$ cat src/rtl/core/key_chord_action_mapper_macros.svh
// Assertion macros for the key chord action mapper.
// Used by the top level; expects clk_i and rst_ni in scope.
`ifndef KEY_CHORD_ACTION_MAPPER_MACROS_SVH
`define KEY_CHORD_ACTION_MAPPER_MACROS_SVH

`ifndef NO_ASSERTIONS

// a must hold at every clock edge outside reset
`define KCAM_ASSERT(lbl, a, msg) \
  lbl: assert property (@(posedge clk_i) disable iff (!rst_ni) (a)) else $error(msg);

// a implies b in the same cycle
`define KCAM_ASSERT_IMP(lbl, a, b, msg) \
  lbl: assert property (@(posedge clk_i) disable iff (!rst_ni) (a) |-> (b)) else $error(msg);

// a implies b in the next cycle
`define KCAM_ASSERT_NXT(lbl, a, b, msg) \
  lbl: assert property (@(posedge clk_i) disable iff (!rst_ni) (a) |=> (b)) else $error(msg);

`else

`define KCAM_ASSERT(lbl, a, msg)
`define KCAM_ASSERT_IMP(lbl, a, b, msg)
`define KCAM_ASSERT_NXT(lbl, a, b, msg)

`endif

`endif

$ cat src/rtl/core/kcam_pkg.sv
// Types and constants shared by the key chord action mapper modules.
// No dependencies.
package kcam_pkg;

  typedef enum logic [1:0] {
    ST_IDLE,
    ST_SCAN,
    ST_WALK,
    ST_CLOSE
  } kcam_state_e;

  typedef enum logic {
    OP_WRITE = 1'b0,
    OP_SCAN  = 1'b1
  } kcam_op_e;

  localparam int unsigned RAW_KEY_W   = 24;
  localparam int unsigned CFG_W       = 6;
  localparam int unsigned KEY_CNT_W   = 4;
  localparam int unsigned CHORD_SLOTS = 4;

  localparam logic [KEY_CNT_W-1:0] PROFILE_COUNT = 4'd4;
  localparam logic [7:0] PROFILE_KEY_A = 8'd16;
  localparam logic [7:0] PROFILE_KEY_B = 8'd17;
  localparam logic [7:0] PROFILE_KEY_C = 8'd18;

  localparam logic [7:0]  MODE_EVERY      = 8'd0;
  localparam logic [7:0]  MODE_ONCE       = 8'd1;
  localparam logic [7:0]  MODE_RELEASE    = 8'd2;
  localparam logic [7:0]  MODE_REPEAT_MIN = 8'd10;
  localparam logic [11:0] REPEAT_STEP_MS  = 12'd10;

  // register index decoded from paddr bit 2
  localparam logic REG_ENTRIES_IN_USE = 1'b0;

  typedef struct packed {
    logic [7:0] k1;
    logic [7:0] k2;
    logic [7:0] k3;
    logic [7:0] modifier;
    logic [7:0] keycode;
    logic [7:0] mode;
  } kcam_def_t;

  typedef struct packed {
    logic [7:0] key0;
    logic [7:0] key1;
    logic [7:0] key2;
  } kcam_keys_t;

  typedef struct packed {
    logic       done;
    logic       too_many;
    logic       profile_req;
    logic [4:0] profile_num;
    kcam_keys_t keys;
  } kcam_scan_t;

  typedef struct packed {
    logic        emit;
    logic        fire;
    logic        set_flag;
    logic        clr_flag;
    logic        dl_we;
    logic [31:0] dl_new;
  } kcam_eval_t;

  typedef struct packed {
    logic [4:0] profile_number;
    logic       profile_request_valid;
    logic       too_many_keys;
    logic       release_all;
    logic [7:0] key_code;
    logic [7:0] modifier_code;
    logic [4:0] entry_number;
    logic       action_valid;
  } kcam_result_t;

endpackage

$ cat src/rtl/core/key_chord_action_mapper.sv
// Key chord action mapper: writes load a definition, scans walk N entries one per cycle while
// the output register can take each emitted result. A write closes via ST_CLOSE and the output
// register; a scan collects keys (ST_SCAN), walks entries (ST_WALK) and closes (ST_CLOSE), or
// closes at once if aborted. One item at a time, the next accepted when the closing result is
// loaded; paced by the one-key-per-cycle collector, the shared entry unit and output stalls.
// Reset clears control, pressed flags and deadline valid bits, not the definition table.
`include "key_chord_action_mapper_macros.svh"

module key_chord_action_mapper #(
  parameter int unsigned TABLE_ENTRIES  = 32,
  parameter int unsigned MAX_CHORD_KEYS = 4,
  parameter int unsigned KEY_BITS       = 24
) (
  input  logic         clk_i,
  input  logic         rst_ni,
  // entry_index[4:0] entry_first_key[12:5] entry_second_key[20:13]
  // entry_third_key[28:21] entry_modifier[36:29] entry_keycode[44:37]
  // entry_mode[52:45] raw_keys[76:53] now_ms[108:77], zero fill above
  input  logic [111:0] s_axis_tdata_i,
  // operation[0]
  input  logic [0:0]   s_axis_tuser_i,
  input  logic         s_axis_tvalid_i,
  output logic         s_axis_tready_o,
  // action_valid[0] entry_number[5:1] modifier_code[13:6] key_code[21:14]
  // release_all[22] too_many_keys[23] profile_request_valid[24]
  // profile_number[29:25], zero fill above
  output logic [31:0]  m_axis_tdata_o,
  output logic         m_axis_tlast_o,
  output logic         m_axis_tvalid_o,
  input  logic         m_axis_tready_i,
  input  logic         psel,
  input  logic         penable,
  input  logic         pwrite,
  input  logic [2:0]   paddr,
  input  logic [31:0]  pwdata,
  output logic [31:0]  prdata,
  output logic         pready
);

  localparam int unsigned IDX_W = (TABLE_ENTRIES > 1) ? $clog2(TABLE_ENTRIES) : 1;
  localparam int unsigned CNT_W = $clog2(TABLE_ENTRIES + 1);
  localparam int unsigned LW    = (CNT_W > kcam_pkg::CFG_W) ? CNT_W : kcam_pkg::CFG_W;

  kcam_pkg::kcam_state_e state_q, state_d;
  logic [LW-1:0]         idx_q, idx_d;
  logic [LW-1:0]         n_lim;
  logic [LW-1:0]         cfg_ext;
  logic [IDX_W-1:0]      idx_a;
  logic [IDX_W-1:0]      rd_addr;
  logic                  advance;

  logic [kcam_pkg::CFG_W-1:0] entries_q;

  kcam_pkg::kcam_keys_t  keys_q, keys_d;
  logic                  many_q, many_d;
  logic                  preq_q, preq_d;
  logic [4:0]            pnum_q, pnum_d;
  logic [31:0]           now_q;

  logic                  accept;
  logic                  scan_start;
  logic                  def_we;
  logic                  slot_ok;
  kcam_pkg::kcam_def_t   in_def;
  kcam_pkg::kcam_def_t   rd_def;
  kcam_pkg::kcam_scan_t  scan;
  kcam_pkg::kcam_eval_t  ev;

  logic [TABLE_ENTRIES-1:0] flag_q;
  logic [TABLE_ENTRIES-1:0] dl_vld_q;
  logic [31:0]              dl_mem [TABLE_ENTRIES];
  logic [31:0]              dl_rdata_q;
  logic [31:0]              deadline;

  logic                   out_free;
  logic                   out_load;
  logic                   out_last_d;
  kcam_pkg::kcam_result_t out_d;
  kcam_pkg::kcam_result_t out_q;
  logic                   out_last_q;
  logic                   out_valid_q;

  // configuration port
  assign pready = 1'b1;
  assign prdata = (paddr[2] == kcam_pkg::REG_ENTRIES_IN_USE) ? 32'(entries_q) : 32'd0;

  always_ff @(posedge clk_i or negedge rst_ni) begin
    if (!rst_ni) begin
      entries_q <= '0;
    end else if (psel && penable && pwrite && paddr[2] == kcam_pkg::REG_ENTRIES_IN_USE) begin
      entries_q <= pwdata[kcam_pkg::CFG_W-1:0];
    end
  end

  assign cfg_ext = LW'(entries_q);
  assign n_lim   = (cfg_ext > LW'(TABLE_ENTRIES)) ? LW'(TABLE_ENTRIES) : cfg_ext;

  // input unpacking
  assign accept          = s_axis_tvalid_i && s_axis_tready_o;
  assign s_axis_tready_o = (state_q == kcam_pkg::ST_IDLE);
  assign in_def.k1       = s_axis_tdata_i[12:5];
  assign in_def.k2       = s_axis_tdata_i[20:13];
  assign in_def.k3       = s_axis_tdata_i[28:21];
  assign in_def.modifier = s_axis_tdata_i[36:29];
  assign in_def.keycode  = s_axis_tdata_i[44:37];
  assign in_def.mode     = s_axis_tdata_i[52:45];
  assign slot_ok         = (8'(s_axis_tdata_i[4:0]) < 8'(TABLE_ENTRIES));

  kcam_def_ram #(
    .DEPTH (TABLE_ENTRIES),
    .AW    (IDX_W)
  ) u_def_ram (
    .clk_i   (clk_i),
    .we_i    (def_we),
    .waddr_i (IDX_W'(s_axis_tdata_i[4:0])),
    .wdata_i (in_def),
    .raddr_i (rd_addr),
    .rdata_o (rd_def)
  );

  kcam_key_scan #(
    .KEY_BITS       (KEY_BITS),
    .MAX_CHORD_KEYS (MAX_CHORD_KEYS)
  ) u_key_scan (
    .clk_i      (clk_i),
    .rst_ni     (rst_ni),
    .start_i    (scan_start),
    .raw_keys_i (s_axis_tdata_i[76:53]),
    .scan_o     (scan)
  );

  assign idx_a    = idx_q[IDX_W-1:0];
  assign deadline = dl_vld_q[idx_a] ? dl_rdata_q : 32'd0;

  kcam_entry_eval u_entry_eval (
    .def_i      (rd_def),
    .keys_i     (keys_q),
    .flag_i     (flag_q[idx_a]),
    .deadline_i (deadline),
    .now_i      (now_q),
    .eval_o     (ev)
  );

  always_ff @(posedge clk_i) begin
    if (accept) begin
      now_q <= s_axis_tdata_i[108:77];
    end
  end

  assign out_free = !out_valid_q || m_axis_tready_i;

  // sequencer
  always_comb begin
    state_d    = state_q;
    idx_d      = idx_q;
    keys_d     = keys_q;
    many_d     = many_q;
    preq_d     = preq_q;
    pnum_d     = pnum_q;
    scan_start = 1'b0;
    def_we     = 1'b0;
    advance    = 1'b0;
    out_load   = 1'b0;
    out_last_d = 1'b0;
    out_d      = '0;
    case (state_q)
      kcam_pkg::ST_IDLE: begin
        if (accept) begin
          many_d = 1'b0;
          preq_d = 1'b0;
          pnum_d = 5'd0;
          if (s_axis_tuser_i[0] == kcam_pkg::OP_WRITE) begin
            def_we  = slot_ok;
            state_d = kcam_pkg::ST_CLOSE;
          end else begin
            scan_start = 1'b1;
            state_d    = kcam_pkg::ST_SCAN;
          end
        end
      end
      kcam_pkg::ST_SCAN: begin
        if (scan.done) begin
          if (scan.too_many) begin
            many_d  = 1'b1;
            state_d = kcam_pkg::ST_CLOSE;
          end else begin
            keys_d  = scan.keys;
            preq_d  = scan.profile_req;
            pnum_d  = scan.profile_req ? scan.profile_num : 5'd0;
            idx_d   = '0;
            state_d = kcam_pkg::ST_WALK;
          end
        end
      end
      kcam_pkg::ST_WALK: begin
        if (idx_q >= n_lim) begin
          state_d = kcam_pkg::ST_CLOSE;
        end else if (ev.emit) begin
          if (out_free) begin
            out_load            = 1'b1;
            out_d.action_valid  = ev.fire;
            out_d.entry_number  = idx_q[4:0];
            out_d.modifier_code = rd_def.modifier;
            out_d.key_code      = rd_def.keycode;
            out_d.release_all   = 1'b1;
            advance             = 1'b1;
          end
        end else begin
          advance = 1'b1;
        end
        if (advance) begin
          idx_d = LW'(idx_q + 1'b1);
        end
      end
      kcam_pkg::ST_CLOSE: begin
        if (out_free) begin
          out_load                    = 1'b1;
          out_last_d                  = 1'b1;
          out_d.too_many_keys         = many_q;
          out_d.profile_request_valid = preq_q;
          out_d.profile_number        = pnum_q;
          state_d                     = kcam_pkg::ST_IDLE;
        end
      end
      default: begin
        state_d = kcam_pkg::ST_IDLE;
      end
    endcase
  end

  // read address runs one step ahead so read data matches idx_q
  always_comb begin
    if (state_q == kcam_pkg::ST_WALK) begin
      rd_addr = advance ? IDX_W'(idx_q + 1'b1) : idx_a;
    end else begin
      rd_addr = '0;
    end
  end

  always_ff @(posedge clk_i or negedge rst_ni) begin
    if (!rst_ni) begin
      state_q  <= kcam_pkg::ST_IDLE;
      idx_q    <= '0;
      many_q   <= 1'b0;
      preq_q   <= 1'b0;
      flag_q   <= '0;
      dl_vld_q <= '0;
    end else begin
      state_q <= state_d;
      idx_q   <= idx_d;
      many_q  <= many_d;
      preq_q  <= preq_d;
      if (advance) begin
        if (ev.set_flag) begin
          flag_q[idx_a] <= 1'b1;
        end else if (ev.clr_flag) begin
          flag_q[idx_a] <= 1'b0;
        end
        if (ev.dl_we) begin
          dl_vld_q[idx_a] <= 1'b1;
        end
      end
    end
  end

  always_ff @(posedge clk_i) begin
    keys_q <= keys_d;
    pnum_q <= pnum_d;
  end

  // repeat deadline memory
  always_ff @(posedge clk_i) begin
    if (advance && ev.dl_we) begin
      dl_mem[idx_a] <= ev.dl_new;
    end
    dl_rdata_q <= dl_mem[rd_addr];
  end

  // output register
  always_ff @(posedge clk_i or negedge rst_ni) begin
    if (!rst_ni) begin
      out_valid_q <= 1'b0;
    end else if (out_load) begin
      out_valid_q <= 1'b1;
    end else if (m_axis_tready_i) begin
      out_valid_q <= 1'b0;
    end
  end

  always_ff @(posedge clk_i) begin
    if (out_load) begin
      out_q      <= out_d;
      out_last_q <= out_last_d;
    end
  end

  assign m_axis_tvalid_o = out_valid_q;
  assign m_axis_tlast_o  = out_last_q;
  assign m_axis_tdata_o  = {2'b00, out_q};

  `KCAM_ASSERT_NXT(a_busy_after_accept, accept, state_q != kcam_pkg::ST_IDLE, "accepted item left block idle")
  `KCAM_ASSERT_IMP(a_walk_in_range, state_q == kcam_pkg::ST_WALK, idx_q <= n_lim, "entry walk ran past search limit")
  `KCAM_ASSERT_IMP(a_many_is_last, m_axis_tvalid_o && m_axis_tdata_o[23], m_axis_tlast_o, "too_many_keys on a non-closing result")
  `KCAM_ASSERT_IMP(a_scan_done_state, scan.done, state_q == kcam_pkg::ST_SCAN, "key collector finished outside scan state")

endmodule

$ cat src/rtl/core/kcam_def_ram.sv
// Definition table: one write port, one registered read port.
// Uses kcam_pkg for the definition layout.
module kcam_def_ram #(
  parameter int unsigned DEPTH = 32,
  parameter int unsigned AW    = 5
) (
  input  logic                clk_i,
  input  logic                we_i,
  input  logic [AW-1:0]       waddr_i,
  input  kcam_pkg::kcam_def_t wdata_i,
  input  logic [AW-1:0]       raddr_i,
  output kcam_pkg::kcam_def_t rdata_o
);

  kcam_pkg::kcam_def_t mem [DEPTH];
  kcam_pkg::kcam_def_t rdata_q;

  always_ff @(posedge clk_i) begin
    if (we_i) begin
      mem[waddr_i] <= wdata_i;
    end
    rdata_q <= mem[raddr_i];
  end

  assign rdata_o = rdata_q;

endmodule

$ cat src/rtl/core/kcam_key_scan.sv
// Key collector: strips one pressed key per cycle off the key word.
// Uses kcam_pkg for the scan status struct.
module kcam_key_scan #(
  parameter int unsigned KEY_BITS       = 24,
  parameter int unsigned MAX_CHORD_KEYS = 4
) (
  input  logic                               clk_i,
  input  logic                               rst_ni,
  input  logic                               start_i,
  input  logic [kcam_pkg::RAW_KEY_W-1:0]     raw_keys_i,
  output kcam_pkg::kcam_scan_t               scan_o
);

  localparam int unsigned PW = (KEY_BITS > 1) ? $clog2(KEY_BITS) : 1;

  logic [31:0]         keys_ext;
  logic [KEY_BITS-1:0] pressed;
  logic [KEY_BITS-1:0] iso;
  logic [PW-1:0]       pos;

  logic                                busy_q;
  logic                                done_q;
  logic                                many_q;
  logic [KEY_BITS-1:0]                 pend_q;
  logic [kcam_pkg::KEY_CNT_W-1:0]      cnt_q;
  logic [7:0]                          buf_q [kcam_pkg::CHORD_SLOTS];

  // bytes 0 and 2 swapped; bits above the word read as pressed
  always_comb begin
    keys_ext = {8'h00, raw_keys_i[7:0], raw_keys_i[15:8], raw_keys_i[23:16]};
    for (int i = 0; i < KEY_BITS; i++) begin
      pressed[i] = ~keys_ext[i];
    end
  end

  assign iso = pend_q & (~pend_q + KEY_BITS'(1));

  always_comb begin
    pos = '0;
    for (int i = 0; i < KEY_BITS; i++) begin
      if (iso[i]) begin
        pos = pos | PW'(i);
      end
    end
  end

  always_ff @(posedge clk_i or negedge rst_ni) begin
    if (!rst_ni) begin
      busy_q <= 1'b0;
      done_q <= 1'b0;
      many_q <= 1'b0;
      cnt_q  <= '0;
    end else begin
      done_q <= 1'b0;
      if (start_i) begin
        busy_q <= 1'b1;
        many_q <= 1'b0;
        cnt_q  <= '0;
      end else if (busy_q) begin
        if (pend_q == '0) begin
          busy_q <= 1'b0;
          done_q <= 1'b1;
        end else if (cnt_q == kcam_pkg::KEY_CNT_W'(MAX_CHORD_KEYS)) begin
          busy_q <= 1'b0;
          done_q <= 1'b1;
          many_q <= 1'b1;
        end else begin
          cnt_q <= cnt_q + 1'b1;
        end
      end
    end
  end

  always_ff @(posedge clk_i) begin
    if (start_i) begin
      pend_q <= pressed;
      for (int s = 0; s < kcam_pkg::CHORD_SLOTS; s++) begin
        buf_q[s] <= 8'd0;
      end
    end else if (busy_q && pend_q != '0 &&
                 cnt_q != kcam_pkg::KEY_CNT_W'(MAX_CHORD_KEYS)) begin
      pend_q <= pend_q & ~iso;
      if (cnt_q < kcam_pkg::KEY_CNT_W'(kcam_pkg::CHORD_SLOTS)) begin
        buf_q[cnt_q[1:0]] <= 8'(pos) + 8'd1;
      end
    end
  end

  always_comb begin
    scan_o.done        = done_q;
    scan_o.too_many    = many_q;
    scan_o.profile_req = (cnt_q == kcam_pkg::PROFILE_COUNT) &&
                         (buf_q[1] == kcam_pkg::PROFILE_KEY_A) &&
                         (buf_q[2] == kcam_pkg::PROFILE_KEY_B) &&
                         (buf_q[3] == kcam_pkg::PROFILE_KEY_C);
    scan_o.profile_num = buf_q[0][4:0];
    scan_o.keys.key0   = buf_q[0];
    scan_o.keys.key1   = buf_q[1];
    scan_o.keys.key2   = buf_q[2];
  end

endmodule

$ cat src/rtl/core/kcam_entry_eval.sv
// Per-entry decision unit: chord compare, mode decode, deadline compare and add.
// Shared by every table entry in turn; uses kcam_pkg.
module kcam_entry_eval (
  input  kcam_pkg::kcam_def_t  def_i,
  input  kcam_pkg::kcam_keys_t keys_i,
  input  logic                 flag_i,
  input  logic [31:0]          deadline_i,
  input  logic [31:0]          now_i,
  output kcam_pkg::kcam_eval_t eval_o
);

  logic        empty;
  logic        match;
  logic [11:0] delay;

  assign empty = (keys_i.key0 == 8'd0);
  assign match = (def_i.k1 == keys_i.key0) && (def_i.k2 == keys_i.key1) &&
                 (def_i.k3 == keys_i.key2);
  assign delay = 12'(def_i.mode) * kcam_pkg::REPEAT_STEP_MS;

  always_comb begin
    eval_o        = '0;
    eval_o.dl_new = now_i + 32'(delay);
    if (empty) begin
      // release pass: fire pending on-release entries, clear every flag
      eval_o.emit     = (def_i.mode == kcam_pkg::MODE_RELEASE) && flag_i;
      eval_o.fire     = eval_o.emit;
      eval_o.clr_flag = 1'b1;
    end else if (match) begin
      eval_o.emit = 1'b1;
      if (def_i.mode == kcam_pkg::MODE_EVERY) begin
        eval_o.fire = 1'b1;
      end else if (def_i.mode == kcam_pkg::MODE_ONCE) begin
        eval_o.fire     = !flag_i;
        eval_o.set_flag = 1'b1;
      end else if (def_i.mode == kcam_pkg::MODE_RELEASE) begin
        eval_o.set_flag = 1'b1;
      end else if (def_i.mode >= kcam_pkg::MODE_REPEAT_MIN) begin
        if (deadline_i < now_i) begin
          eval_o.fire  = 1'b1;
          eval_o.dl_we = 1'b1;
        end
      end
    end
  end

endmodule

$ cat config.mk
export PLATFORM = sky130hd
export DESIGN_NAME = key_chord_action_mapper
export DESIGN_NICKNAME = d
export VERILOG_FILES = /design/src/rtl/core/kcam_pkg.sv /design/src/rtl/core/key_chord_action_mapper.sv /design/src/rtl/core/kcam_def_ram.sv /design/src/rtl/core/kcam_key_scan.sv /design/src/rtl/core/kcam_entry_eval.sv
export VERILOG_INCLUDE_DIRS = /design/src /design/src/rtl/core
export SDC_FILE = /design/constraint.sdc
export NUM_CORES = 2
export LEC_CHECK = 0
export CORE_MARGIN = 1.5
export CORE_UTILIZATION = 45
export CTS_CLUSTER_SIZE = 10
export DETAILED_ROUTE_END_ITERATION = 8
export DONT_BUFFER_PORTS = 1
export PLACE_DENSITY = 0.57
export RECOVER_POWER = 50
export SLEW_MARGIN = 20
export SYNTH_ARGS = -nofsm -noshare
export SYNTH_HDL_FRONTEND = slang
export SYNTH_SLANG_ARGS = --single-unit
$ cat constraint.sdc
create_clock -name clk_i -period 15.7 [get_ports clk_i]
set_input_delay 2.355 -clock clk_i [delete_from_list [all_inputs] [get_ports clk_i]]
set_output_delay 2.355 -clock clk_i [all_outputs]
set_load 0.02 [all_outputs]
==> summary.txt <==
Yosys
  • Post-synthesis mux area share: 0.0988
  • Mapped Cells: 6428
  • Register area share after synthesis: 0.758
  • Compound-Gate Fraction of Synth Area: 0.0444
  • Top-count cell post-synth: edfxtp_1
  • Seq cells post-synth: 2862
  • Post-Synth Adder-Cell Area: 0.00831
  • Synth cell count leaders: 2694 x edfxtp_1, 763 x nand2_1, 344 x mux2i_1, 319 x mux4_2, 295 x nand3_1
  • Synth top area share: 0.724
  • Avg Inst Size Synth: 17.4 um^2
  • Yosys cell types: 83
  • Top FF cell, synth: edfxtp_1
  • Synth Cell Area: 112000 um^2
  • Ys Warns: 0
  • Area contributors post-synth: edfxtp_1 72%, mux4_2 6.4%, mux2i_1 3.1%
  • Main combinational cell family by area after synthesis: multiplexers
  • Async S/R FF share, synth: 0.0307
  • Xor and xnor area share after synthesis: 0.00423
  • Synth area leader: edfxtp_1
  • Post-synth EDFFs: 2694
  • Simple-gate area share of the yosys netlist: 0.0665

Global routing
  • Initial antenna violation count: 5
  • Largest net degree at the start of global routing: 162
  • Total gr overflow: 0
  • Vias in the first global route: 59828
  • First-pass GRT wire length: 427000 um
  • Tot GR Track Use: 0.236

Setup path
  • Worst Setup Start Kind: register
  • Critical path type: reg2reg
  • Crit path DAT: 9.20 ns
  • R2r worst-path depth: 15
  • CP endpoint kind: register
  • Crit path required time: 16.44 ns
  • CP Cell Sequence: clkbuf_1, inv_1, ha_1, nand2b_1, a21o_1, a21o_1, a41oi_1, a21boi_1, and2_4, a31o_4, buf_4, buf_4, mux4_2, a22oi_1, nand4_1
  • R2R Setup Slk: 7.24 ns
  • Worst-path fanout max: 59
  • Slowest-stage cell, CP: clkbuf_1
  • R2r endpoint: dl_rdata_q[8]
  • Reg2reg start: idx_q[0]
  • Slowest stage delay, CP: 1.42 ns

Timing
  • Fin Hold WS: 0.419 ns
  • Final Setup Violations: 0
  • Worst Tran Pin Value: 3.27 ns
  • Setup Skew: 0.0525 ns
  • Final Slew Violations: 896
  • Slew HR: -1.19
  • Final setup TNS: 0 ns
  • Final Hold Viols: 0
  • Post-layout min period: 8.46 ns
  • Final worst path period share: 0.539
  • RSZ-0062 raised after global routing: no
  • Max Fclk: 0.118 GHz
  • Setup WS post-layout: 7.24 ns

Route
  • Final ANT Viol Nets: 0
  • # DRC: 0
  • Drt wl/cell: 29.6 um
  • Vias/cell: 5.96
  • Via count: 60091
  • DR top layer: met4
  • Met3 WL: 18200 um
  • DRT Wirelength: 299000 um
  • M1 wire length: 124000 um
  • DRT iter0 DRCs: 6246
  • Met2 WL post-DR: 149000 um
  • Drt pass-1 iters: 6

Clock tree
  • CTS tree: built
  • # Post-CTS Setup Buffers: 0
  • Post-CTS sizing: 0
  • H-tree levels: 5
  • Number of CTS-inserted buffers: 341
  • Clock Tree Buf Depth: 4
  • Sinks on Clock Net: 2862
  • CTS Root Buffer Type: clkbuf_16
  • Hold buffer count at CTS: 0
  • Clock latency on the worst-skew pair: 0.94 ns
  • Clock-pin slew of the registers on the worst-case setup and hold paths: 0.06 ns

Floorplanning
  • Site row count: 182
  • Core area: 246000 um^2
  • I/O pin count: 223
  • Effective utilization at floorplan: 0.454
  • Die W: 501 um
  • Die Area: 251000 um^2
  • Die H: 501 um

Power
  • Tot Pwr: 15.3 mW
  • Leakage: 40.2 nW
  • Peak VDD IR: 0.131 mV
  • Power density cells: 122 nW/um^2

Placed design
  • Final Wtd Congestion: 0.780
  • Port Buf Inserts: 0
  • Post-DP HPWL: 152000 um
  • Pre-CTS WS: 8.33 ns

Cells and area
  • Area added between synthesis and finish: 12.3%
  • Share of cells above drive strength 1: 0.139
  • Fin util: 0.509
  • Layout Nets: 6781

Worst hold path
  • Hold Crit Class: reg2reg
  • Worst Hold End: keys_q[21]
  • Hold depth: 0
  • Hold path start: u_key_scan.buf_q[0][5]

Run status
  • Status: complete, but fails checks
  • Failing checks: max-capacitance violations, max-slew violations

Flow run
  • Max Cap Violations: 40
-- logic make-up (layout without fill, tap and decap cells) --
| group | count (synthesis) | after routing |
|---|---|---|
| muxes | 698 | 698 |
| xor gates and xnor gates | 54 | 54 |
| adders and majority gates | 73 | 73 |
| buffers and inverters | 466 | 774 |
| and+or+nand+nor | 1584 | 1584 |
| other | 2 | 39 |
| DFF | 2862 | 2862 |
| AOI/OAI and AO/OA | 689 | 689 |
-- per-layer routing --
metal / track usage / up-vias
li1: - / 25781
met1: 0.321 / 31845
met2: 0.394 / 1997
met3: 0.0353 / 468
met4: 0.0663 / 0
met5: 0 / -
-- critical path: cells and delay by family (launching register included) --
| family | cells | cell delay (ns) |
|---|---|---|
| compound gates | 6 | 2.07 |
| mux | 1 | 0.59 |
| fa+ha+maj | 1 | 0.46 |
| buf+inv | 4 | 3.78 |
| flops | 1 | 0.56 |
| simple gates | 3 | 0.63 |
-- through the flow --
step | cells | area [um^2]
after detailed placement | 9521 | 116000
after floorplan | 6459 | 112000
after global routing | 10081 | 125000
final | 10085 | 126000
after CTS | 10078 | 126000
after global placement | 9516 | 116000
-- layout by cell type (no fill, tap or decap), types with 88 or more instances in the layout --
master / count
a22oi_1: 161
edfxtp_1: 2694
nand3_1: 295
nor2_1: 123
nand4_1: 181
a221oi_1: 157
mux2i_1: 343
buf_4: 118
clkbuf_1: 206
nand2_1: 763
clkbuf_16: 349
dfrtp_1: 88
mux4_2: 319
o21ai_0: 130
-- flip-flops by register name, summed over array words and instances, names as in the netlist, 2 cells and up, named ones only --
register	cells
u_def_ram.mem	1536
u_key_scan.pend_q	24
dl_mem	1024
cfg_ext	6
m_axis_tdata_o	30
pnum_q	5
u_key_scan.cnt_q	4
u_key_scan.buf_q	24
dl_vld_q	32
u_def_ram.rdata_o	48
dl_rdata_q	32
now_q	32
idx_q	6
state_q	2
keys_q	18
-- area by class of cell --
class	count	area (um^2)
Timing Repair Buffer	149	1200
Multi-Input combinational cell	3131	25500
Tap cell	3312	4140
Clock inverter	15	155
Antenna cell	6	15.0
Fill cell	20149	121000
Clock buffer	542	9520
Inverter	68	255
Sequential cell	2862	84700
-- worst max-delay path by stage --
stage	cells after the start	endpoint	start	slack, ns
after floorplan	20	dl_mem[12][0]	idx_q[0]	9.97
after global placement	10	dl_rdata_q[8]	m_axis_tready_i	8.33
after detailed placement	20	dl_mem[1][3]	idx_q[0]	8.33
after CTS	20	dl_mem[1][8]	idx_q[0]	8.29
after global routing	15	dl_rdata_q[8]	idx_q[0]	6.62
final	15	dl_rdata_q[8]	idx_q[0]	7.24
-- report_power, final --
part,internal [mW],switching [mW]
Sequential,8.30,0.00244
Combinational,0.0124,0.0244
Clock,4.12,2.89
Total,12.4,2.91
(Power assumes the default switching activity.)
